**src/sparse_polynomial_multiplier_macros.svh**
```systemverilog
// Assertion macros shared by the sparse polynomial multiplier RTL.
`ifndef SPARSE_POLYNOMIAL_MULTIPLIER_MACROS_SVH
`define SPARSE_POLYNOMIAL_MULTIPLIER_MACROS_SVH

// Same-cycle implication, disabled during reset.
`define SPM_ASSERT_IMPL(lbl, clk, rst, ante, cons, msg) \
  lbl: assert property (@(posedge clk) disable iff (rst) (ante) |-> (cons)) else $error(msg);

// Next-cycle implication, disabled during reset.
`define SPM_ASSERT_NEXT(lbl, clk, rst, ante, cons, msg) \
  lbl: assert property (@(posedge clk) disable iff (rst) (ante) |=> (cons)) else $error(msg);

`endif

```
**src/spm_pkg.sv**
```systemverilog
// Package: widths, opcodes and sequencer states of the sparse polynomial multiplier.
package spm_pkg;

  localparam int MAX_TERMS_DEF    = 32;
  localparam int MAX_EXPONENT_DEF = 31;

  localparam int OP_W      = 2;
  localparam int COEF_W    = 16;
  localparam int EXP_W     = 5;
  localparam int TERM_W    = COEF_W + EXP_W;
  localparam int PROD_W    = 2 * COEF_W;
  localparam int SUM_W     = 48;
  localparam int OUT_EXP_W = 6;
  localparam int EXP_MAX_IN = (1 << EXP_W) - 1;

  typedef enum logic [OP_W-1:0] {
    OP_LOAD_FIRST  = 2'd0,
    OP_LOAD_SECOND = 2'd1,
    OP_MULTIPLY    = 2'd2
  } op_t;

  typedef enum logic [2:0] {
    ST_CLEAR,
    ST_IDLE,
    ST_MUL,
    ST_DRAIN,
    ST_SCAN_RD,
    ST_SCAN_CHK,
    ST_FINISH
  } state_t;

endpackage

```
**src/spm_ram.sv**
```systemverilog
// Generic single-write, single-read RAM with registered read data.
module spm_ram
  import spm_pkg::*;
#(
  parameter int WIDTH = 8,
  parameter int DEPTH = 32,
  localparam int AW = (DEPTH > 1) ? $clog2(DEPTH) : 1
) (
  input  logic             clk,
  input  logic             we,
  input  logic [AW-1:0]    waddr,
  input  logic [WIDTH-1:0] wdata,
  input  logic [AW-1:0]    raddr,
  output logic [WIDTH-1:0] rdata
);

  logic [WIDTH-1:0] mem [DEPTH];

  always_ff @(posedge clk) begin
    if (we) begin
      mem[waddr] <= wdata;
    end
    rdata <= mem[raddr];
  end

endmodule

```
**src/sparse_polynomial_multiplier.sv**
```systemverilog
// Top level: sparse polynomial multiplier with term stores and an exponent accumulator.
//
// Requests arrive on in_valid/in_stall with operation, coefficient and exponent.
// Load requests (first or second polynomial) each write one term store; a
// load into a full store, or with exponent above MAX_EXPONENT, is dropped
// and flags loads_dropped for the rest of the run. Operation code 3 is
// ignored. A multiply request walks all term pairs, one pair per cycle through
// a read / multiply / accumulate pipeline on the accumulator RAM, with a
// forwarding register for back-to-back hits on one exponent. The accumulator
// is then scanned, each entry read in ST_SCAN_RD and checked in ST_SCAN_CHK,
// and nonzero sums leave on out_valid/out_stall in ascending exponent order,
// the final one with last_term set; an all-zero product yields one request with
// term_valid low. in_stall stays high throughout a multiply.
// After rst the accumulator is swept to zero, one entry per cycle, with
// in_stall high.
// A stalled result holds in the output register; the scan waits for it.
`include "sparse_polynomial_multiplier_macros.svh"

module sparse_polynomial_multiplier
  import spm_pkg::*;
#(
  parameter int MAX_TERMS    = MAX_TERMS_DEF,
  parameter int MAX_EXPONENT = MAX_EXPONENT_DEF
) (
  input  logic                        clk,
  input  logic                        rst,
  input  logic                        in_valid,
  output logic                        in_stall,
  input  logic [OP_W-1:0]             operation,
  input  logic signed [COEF_W-1:0]    coefficient,
  input  logic [EXP_W-1:0]            exponent,
  output logic                        out_valid,
  input  logic                        out_stall,
  output logic signed [SUM_W-1:0]     product_coefficient,
  output logic [OUT_EXP_W-1:0]        product_exponent,
  output logic                        term_valid,
  output logic                        loads_dropped,
  output logic                        last_term
);

  localparam int EFF_EXP   = (MAX_EXPONENT < EXP_MAX_IN) ? MAX_EXPONENT : EXP_MAX_IN;
  localparam int SUM_DEPTH = 2 * EFF_EXP + 1;
  localparam int ACC_AW    = $clog2(SUM_DEPTH);
  localparam int IDX_W     = (MAX_TERMS > 1) ? $clog2(MAX_TERMS) : 1;
  localparam int CNT_W     = $clog2(MAX_TERMS + 1);
  localparam logic [ACC_AW-1:0] ACC_LAST = ACC_AW'(SUM_DEPTH - 1);
  localparam logic [CNT_W-1:0]  CNT_FULL = CNT_W'(MAX_TERMS);

  state_t state, state_next;
  logic [CNT_W-1:0] first_count, first_count_next;
  logic [CNT_W-1:0] second_count, second_count_next;
  logic overflow, overflow_next;
  logic [IDX_W-1:0] ja, ja_next;
  logic [IDX_W-1:0] ib, ib_next;
  logic [ACC_AW-1:0] sweep, sweep_next;
  logic v1, v1_next, v2, v3;
  logic [ACC_AW-1:0] e2, e3;
  logic signed [PROD_W-1:0] p2;
  logic [SUM_W-1:0] sum3;
  logic pend_valid, pend_valid_next;
  logic [SUM_W-1:0] pend_coef, pend_coef_next;
  logic [ACC_AW-1:0] pend_exp, pend_exp_next;
  logic out_valid_next, term_valid_next, last_term_next, loads_dropped_next;
  logic [SUM_W-1:0] product_coefficient_next;
  logic [OUT_EXP_W-1:0] product_exponent_next;

  logic we_a, we_b;
  logic [TERM_W-1:0] q_a, q_b;
  logic acc_we;
  logic [ACC_AW-1:0] acc_waddr, acc_raddr;
  logic [SUM_W-1:0] acc_wdata, acc_q, acc_base, acc_sum;
  logic [OUT_EXP_W-1:0] e1;
  logic signed [PROD_W-1:0] p1;
  logic in_accept, slot_free, exp_ok, acc_nz;

  assign in_stall  = (state != ST_IDLE);
  assign in_accept = in_valid && !in_stall;
  assign slot_free = !out_valid || !out_stall;
  assign exp_ok    = int'(exponent) <= MAX_EXPONENT;
  assign acc_nz    = (acc_q != '0);

  spm_ram #(.WIDTH(TERM_W), .DEPTH(MAX_TERMS)) u_first_ram (
    .clk(clk), .we(we_a), .waddr(first_count[IDX_W-1:0]),
    .wdata({coefficient, exponent}), .raddr(ja), .rdata(q_a)
  );

  spm_ram #(.WIDTH(TERM_W), .DEPTH(MAX_TERMS)) u_second_ram (
    .clk(clk), .we(we_b), .waddr(second_count[IDX_W-1:0]),
    .wdata({coefficient, exponent}), .raddr(ib), .rdata(q_b)
  );

  spm_ram #(.WIDTH(SUM_W), .DEPTH(SUM_DEPTH)) u_acc_ram (
    .clk(clk), .we(acc_we), .waddr(acc_waddr),
    .wdata(acc_wdata), .raddr(acc_raddr), .rdata(acc_q)
  );

  // stage 1: term data back from the stores
  assign e1 = {1'b0, q_a[EXP_W-1:0]} + {1'b0, q_b[EXP_W-1:0]};
  assign p1 = $signed(q_a[TERM_W-1:EXP_W]) * $signed(q_b[TERM_W-1:EXP_W]);

  // stage 2: accumulate, forwarding the previous write on an exponent hit
  assign acc_base = (v3 && (e3 == e2)) ? sum3 : acc_q;
  assign acc_sum  = acc_base + {{(SUM_W - PROD_W){p2[PROD_W-1]}}, p2};

  always_comb begin
    state_next               = state;
    first_count_next         = first_count;
    second_count_next        = second_count;
    overflow_next            = overflow;
    ja_next                  = ja;
    ib_next                  = ib;
    sweep_next               = sweep;
    v1_next                  = 1'b0;
    pend_valid_next          = pend_valid;
    pend_coef_next           = pend_coef;
    pend_exp_next            = pend_exp;
    out_valid_next           = out_valid && out_stall;
    product_coefficient_next = product_coefficient;
    product_exponent_next    = product_exponent;
    term_valid_next          = term_valid;
    last_term_next           = last_term;
    loads_dropped_next       = loads_dropped;
    we_a                     = 1'b0;
    we_b                     = 1'b0;
    acc_we                   = v2;
    acc_waddr                = e2;
    acc_wdata                = acc_sum;
    acc_raddr                = ACC_AW'(e1);

    case (state)
      ST_CLEAR: begin
        acc_we    = 1'b1;
        acc_waddr = sweep;
        acc_wdata = '0;
        if (sweep == ACC_LAST) begin
          sweep_next = '0;
          state_next = ST_IDLE;
        end else begin
          sweep_next = sweep + 1'b1;
        end
      end
      ST_IDLE: begin
        if (in_accept) begin
          case (operation)
            OP_LOAD_FIRST: begin
              if (first_count < CNT_FULL && exp_ok) begin
                we_a             = 1'b1;
                first_count_next = first_count + 1'b1;
              end else begin
                overflow_next = 1'b1;
              end
            end
            OP_LOAD_SECOND: begin
              if (second_count < CNT_FULL && exp_ok) begin
                we_b              = 1'b1;
                second_count_next = second_count + 1'b1;
              end else begin
                overflow_next = 1'b1;
              end
            end
            OP_MULTIPLY: begin
              ja_next = '0;
              ib_next = '0;
              if (first_count != '0 && second_count != '0) begin
                state_next = ST_MUL;
              end else begin
                state_next = ST_FINISH;
              end
            end
            default: ;
          endcase
        end
      end
      ST_MUL: begin
        v1_next = 1'b1;
        if (CNT_W'(ja) + 1'b1 == first_count) begin
          ja_next = '0;
          if (CNT_W'(ib) + 1'b1 == second_count) begin
            ib_next    = '0;
            state_next = ST_DRAIN;
          end else begin
            ib_next = ib + 1'b1;
          end
        end else begin
          ja_next = ja + 1'b1;
        end
      end
      ST_DRAIN: begin
        if (!v1 && !v2) begin
          sweep_next = '0;
          state_next = ST_SCAN_RD;
        end
      end
      ST_SCAN_RD: begin
        acc_raddr  = sweep;
        state_next = ST_SCAN_CHK;
      end
      ST_SCAN_CHK: begin
        acc_raddr = sweep;
        if (!(acc_nz && pend_valid && !slot_free)) begin
          if (acc_nz) begin
            if (pend_valid) begin
              out_valid_next           = 1'b1;
              product_coefficient_next = pend_coef;
              product_exponent_next    = OUT_EXP_W'(pend_exp);
              term_valid_next          = 1'b1;
              last_term_next           = 1'b0;
              loads_dropped_next       = overflow;
            end
            pend_valid_next = 1'b1;
            pend_coef_next  = acc_q;
            pend_exp_next   = sweep;
          end
          acc_we    = 1'b1;
          acc_waddr = sweep;
          acc_wdata = '0;
          if (sweep == ACC_LAST) begin
            sweep_next = '0;
            state_next = ST_FINISH;
          end else begin
            sweep_next = sweep + 1'b1;
            state_next = ST_SCAN_RD;
          end
        end
      end
      ST_FINISH: begin
        if (slot_free) begin
          out_valid_next           = 1'b1;
          product_coefficient_next = pend_valid ? pend_coef : '0;
          product_exponent_next    = pend_valid ? OUT_EXP_W'(pend_exp) : '0;
          term_valid_next          = pend_valid;
          last_term_next           = 1'b1;
          loads_dropped_next       = overflow;
          pend_valid_next          = 1'b0;
          first_count_next         = '0;
          second_count_next        = '0;
          overflow_next            = 1'b0;
          state_next               = ST_IDLE;
        end
      end
      default: state_next = ST_IDLE;
    endcase
  end

  always_ff @(posedge clk) begin
    if (rst) begin
      state        <= ST_CLEAR;
      first_count  <= '0;
      second_count <= '0;
      overflow     <= 1'b0;
      ja           <= '0;
      ib           <= '0;
      sweep        <= '0;
      v1           <= 1'b0;
      v2           <= 1'b0;
      v3           <= 1'b0;
      pend_valid   <= 1'b0;
      out_valid    <= 1'b0;
    end else begin
      state        <= state_next;
      first_count  <= first_count_next;
      second_count <= second_count_next;
      overflow     <= overflow_next;
      ja           <= ja_next;
      ib           <= ib_next;
      sweep        <= sweep_next;
      v1           <= v1_next;
      v2           <= v1;
      v3           <= v2;
      pend_valid   <= pend_valid_next;
      out_valid    <= out_valid_next;
    end
  end

  always_ff @(posedge clk) begin
    e2                  <= ACC_AW'(e1);
    p2                  <= p1;
    e3                  <= e2;
    sum3                <= acc_sum;
    pend_coef           <= pend_coef_next;
    pend_exp            <= pend_exp_next;
    product_coefficient <= product_coefficient_next;
    product_exponent    <= product_exponent_next;
    term_valid          <= term_valid_next;
    last_term           <= last_term_next;
    loads_dropped       <= loads_dropped_next;
  end

  `SPM_ASSERT_IMPL(a_acc_only_in_mul, clk, rst, v2, (state == ST_MUL || state == ST_DRAIN), "accumulate outside multiply")
  `SPM_ASSERT_IMPL(a_drained_before_scan, clk, rst, (state == ST_SCAN_RD), (!v1 && !v2), "scan before pipeline drained")
  `SPM_ASSERT_IMPL(a_count_bound, clk, rst, 1'b1, (first_count <= CNT_FULL && second_count <= CNT_FULL), "term count above capacity")
  `SPM_ASSERT_NEXT(a_finish_last, clk, rst, (state == ST_FINISH && slot_free), (out_valid && last_term && first_count == '0 && state == ST_IDLE), "run end without last result")

endmodule
```
**config.mk**
```make
export PLATFORM = sky130hd
export DESIGN_NAME = sparse_polynomial_multiplier
export DESIGN_NICKNAME = d
export VERILOG_FILES = /design/src/spm_pkg.sv /design/src/spm_ram.sv /design/src/sparse_polynomial_multiplier.sv
export VERILOG_INCLUDE_DIRS = /design/src /design/src/src
export SDC_FILE = /design/constraint.sdc
export NUM_CORES = 2
export LEC_CHECK = 0
export ABC_AREA = 0
export BUFFER_PORTS_ARGS = -buffer_cell sky130_fd_sc_hd__buf_2
export CORE_MARGIN = 4
export CORE_UTILIZATION = 60
export DETAILED_ROUTE_END_ITERATION = 8
export GPL_TIMING_DRIVEN = 0
export PLACE_DENSITY = 0.76
export SETUP_SLACK_MARGIN = 0.3
export SYNTH_ARGS = -nofsm -noshare
export SYNTH_HDL_FRONTEND = slang
export SYNTH_MEMORY_MAX_BITS = 65536
export SYNTH_SLANG_ARGS = --single-unit
export TNS_END_PERCENT = 20
```
**constraint.sdc**
```tcl
create_clock -name clk -period 10.3 [get_ports clk]
set_input_delay 1.03 -clock clk [delete_from_list [all_inputs] [get_ports clk]]
set_output_delay 1.03 -clock clk [all_outputs]
set_load 0.01 [all_outputs]
```
==> out/qor.yml <==
timing:
  final.period_utilization: 0.740
  setup_ws_ns: 2.68
  finClkSkew_ns: 0.124
  min_period_ns: 7.62
  setup_tns_ns: 0
  drv_slew: 5
  hold_violations: 0
  grt_setup_unrepaired: "no"
  worst_pin_slew_ns: 1.61
  maxSlewHeadroom: -0.0829
  max_freq_mhz: 131
  setup_violations: 0
job:
  cap_violations: 1
run_status:
  violations: "max-capacitance violations, max-slew violations"
  status: "finished, violations left"
routing:
  wl_met2_mm: 255
  drtPass1Iterations: 7
  met3_length_mm: 60.3
  post_drt_wl_per_cell_um: 35.7
  drc: 0
  wl_met1_mm: 175
  drtAntennaViolNets: 0
  avgViaCountPerCell: 6.86
  drt_iter0_markers: 15000
  vias: 102000
  topRoutingLayerUsed: "met5"
  wl_mm: 531
cts:
  insertion_delay_ns: 1.04
  post_cts_buffers: 0
  clkTransAtPathRegs_ns: 0.06
  cts_max_path_buffers: 4
  post_cts_resized: 0
  clock_sinks: 4698
  numCtsBuffers: 446
  holdBufCountCts: 0
  cts_tree: "built"
  root_buffer: "clkbuf_16"
  htree_levels: 5
hold_path:
  hold_class: "primary input to flip-flop"
setup_path:
  crit_type: "flip-flop to flip-flop"
  worst_ep_arrival_time_ns: 8.48
  crit_top_cell: "clkbuf_1"
  worstSetupStartpoint: "e2[0]"
  reg2reg_slack_ns: 2.68
  crit_fanout: 38
  r2r_cells: 17
  crit_path_end_kind: "flip-flop"
  start_kind: "flip-flop"
  r2r-start: "e2[0]"
  slowest_delay_ns: 0.85
  slowest_stage: "clkbuf_1"
  cp-endpoint: "u_acc_ram.mem[35][47]"
  cp.required_ns: 11.16
  worstReg2RegEnd: "u_acc_ram.mem[35][47]"
  crit_chain: "xnor2_1 -> nand4_1 -> nor4_1 -> clkbuf_1 -> clkbuf_1 -> mux2_2 -> ha_1 -> o21ai_0 -> o21bai_1 -> a311oi_2 -> o21ai_1 -> a41oi_2 -> o41ai_2 -> a21oi_1 -> mux2i_1 -> a21oi_4 -> buf_16"
logic_synthesis:
  async_reset_ff_frac: 0
  syn_nets: 9992
  ys_seq_elements: 4698
  seq_area_frac_synth: 0.728
  ys_types: 79
  synth_edf_count: 4479
  yosysMostFrequentCell: "edfxtp_1"
  netlist_area_um2: 191000
  yosysWarningCount: 0
  synthCells: 9554
  synth.area.top_cells: "edfxtp_1 70%, mux4_2 13%, fa_1 2.8%"
  syn_area_per_cell_um2: 20.0
  synth_top_area_frac: 0.705
  synth_common_cells: "4,479 x edfxtp_1, 1,140 x mux4_2, 347 x a211oi_1"
  dominantRegCellSynth: "edfxtp_1"
  yosysTopAreaCell: "edfxtp_1"
die:
  initial_core_util: 0.604
  row_count: 206
  die_w_um: 572
  die_area_um2: 327000
  ioPinCount: 86
  die_y_um: 572
  core_um2: 316000
cells_and_area:
  final_util: 0.688
  syn_to_final_growth_pct: 13.8
  multi_input_area_um2: 49400
  fin_area_um2: 217000
  drive_gt1_frac: 0.241
  fillerInstances: 18600
  nets: 10800
  regArea_um2: 139000
placement:
  dp_hpwl_mm: 349
  dp_slack_ns: 2.88
  routabilityCongestion: 0.993
  placed_area_um2: 202000
  port_buffers: 85
global_routing:
  grt_use_total: 0.327
  grt_pass1_wl_mm: 757
  grt_pass1_vias: 105000
  grt-ovfl-total: 0
  grt_start_max_net_pins: 65
  grt_antenna_before_repair: 36
power_and_ir_drop:
  irDropWorstVdd_v: 0.000266
  totalPowerFinal_uw: 37700
  leakagePower_uw: 0.0734
  p_per_area_nw_per_um2: 174
-- sequential cells by signal (all words and copies together) (netlist names), 3 cells and up --
signal,count
second_count,6
sweep,6
u_acc_ram.rdata,48
pend_exp,6
e3,6
sum3,48
ib,5
p2,32
u_first_ram.mem,672
u_second_ram.mem,672
u_acc_ram.mem,3024
first_count,6
pend_coef,48
e2,6
state,3
u_first_ram.rdata,21
product_coefficient,48
ja,5
product_exponent,6
u_second_ram.rdata,21
-- stage by stage --
step	hold WS [ns]	std cells
5_1_grt	0.389	14900
4_1_cts	0.329	14900
6_report	0.386	14900
3_5_place_dp	0.408	14000
3_3_place_gp	0.399	13800
2_1_floorplan	0.370	9554
-- layout by cell type, fill, tap and decap left out, drive strengths merged, types with 147 or more instances in the layout --
| cell | Yosys | routed |
|---|---|---|
| edfxtp | 4479 | 4479 |
| mux4 | 1140 | 1140 |
| clkbuf | 321 | 870 |
| buf | 183 | 503 |
| inv | 345 | 357 |
| a211oi | 347 | 347 |
| a21oi | 340 | 340 |
| nand2 | 305 | 305 |
| fa | 264 | 264 |
| nor2b | 264 | 264 |
| nor2 | 255 | 255 |
| dfxtp | 219 | 219 |
| clkinv | 0 | 198 |
| and2 | 174 | 174 |
| mux2i | 161 | 161 |
| ha | 147 | 147 |
-- cell type report --
class / count / share of cell area
Antenna cell: 19 / 0.000219
Multi-Input combinational cell: 4007 / 0.227
Inverter: 345 / 0.00596
Sequential cell: 4698 / 0.639
Clock buffer: 549 / 0.0542
Buffer: 504 / 0.00967
Timing Repair Buffer: 320 / 0.0250
Clock inverter: 282 / 0.0143
Tap cell: 4160 / 0.0240
-- cells by family after synthesis --
kind of cell | count (synthesis) | share of synthesized area
mux | 1393 | 0.148
xor+xnor | 116 | 0.00532
simple gates | 1154 | 0.0307
flops | 4698 | 0.728
buf+inv | 849 | 0.0177
fa+ha+maj | 411 | 0.0373
compound gates | 933 | 0.0326
-- worst max-delay path, delay by kind of cell (launching register included) --
family                     cells  cell delay (ns)
adders and majority gates      1             0.37
xor gates and xnor gates       1             0.18
muxes                          2             0.70
buffers and inverters          3             1.81
AOI/OAI and AO/OA              8             3.06
DFF                            1             0.50
and+or+nand+nor                2             0.74
-- where the power goes --
part           switching [uW]  internal, uW
combinational             203          54.8
clock                    7260          9440
sequential               21.0         20800
total                    7480         30300
-- how the worst min path moves through the flow --
| stage | startpoint | endpoint | slack [ns] | cells past startpoint |
|---|---|---|---|---|
| floorplan | e2[2] | e3[2] | 0.37 | 0 |
| global placement | e2[2] | e3[2] | 0.40 | 0 |
| detailed placement | e2[2] | e3[2] | 0.41 | 0 |
| CTS | out_stall | out_valid | 0.33 | 3 |
| global route | out_stall | out_valid | 0.39 | 3 |
| finish | out_stall | out_valid | 0.39 | 3 |
-- metal layers --
layer,GRT usage,vias up
met5,0,-
met1,0.412,52500
li1,-,40100
met4,0.202,20
met2,0.520,7726
met3,0.0774,1732
Note: power is estimated with default switching activity, not from simulation.
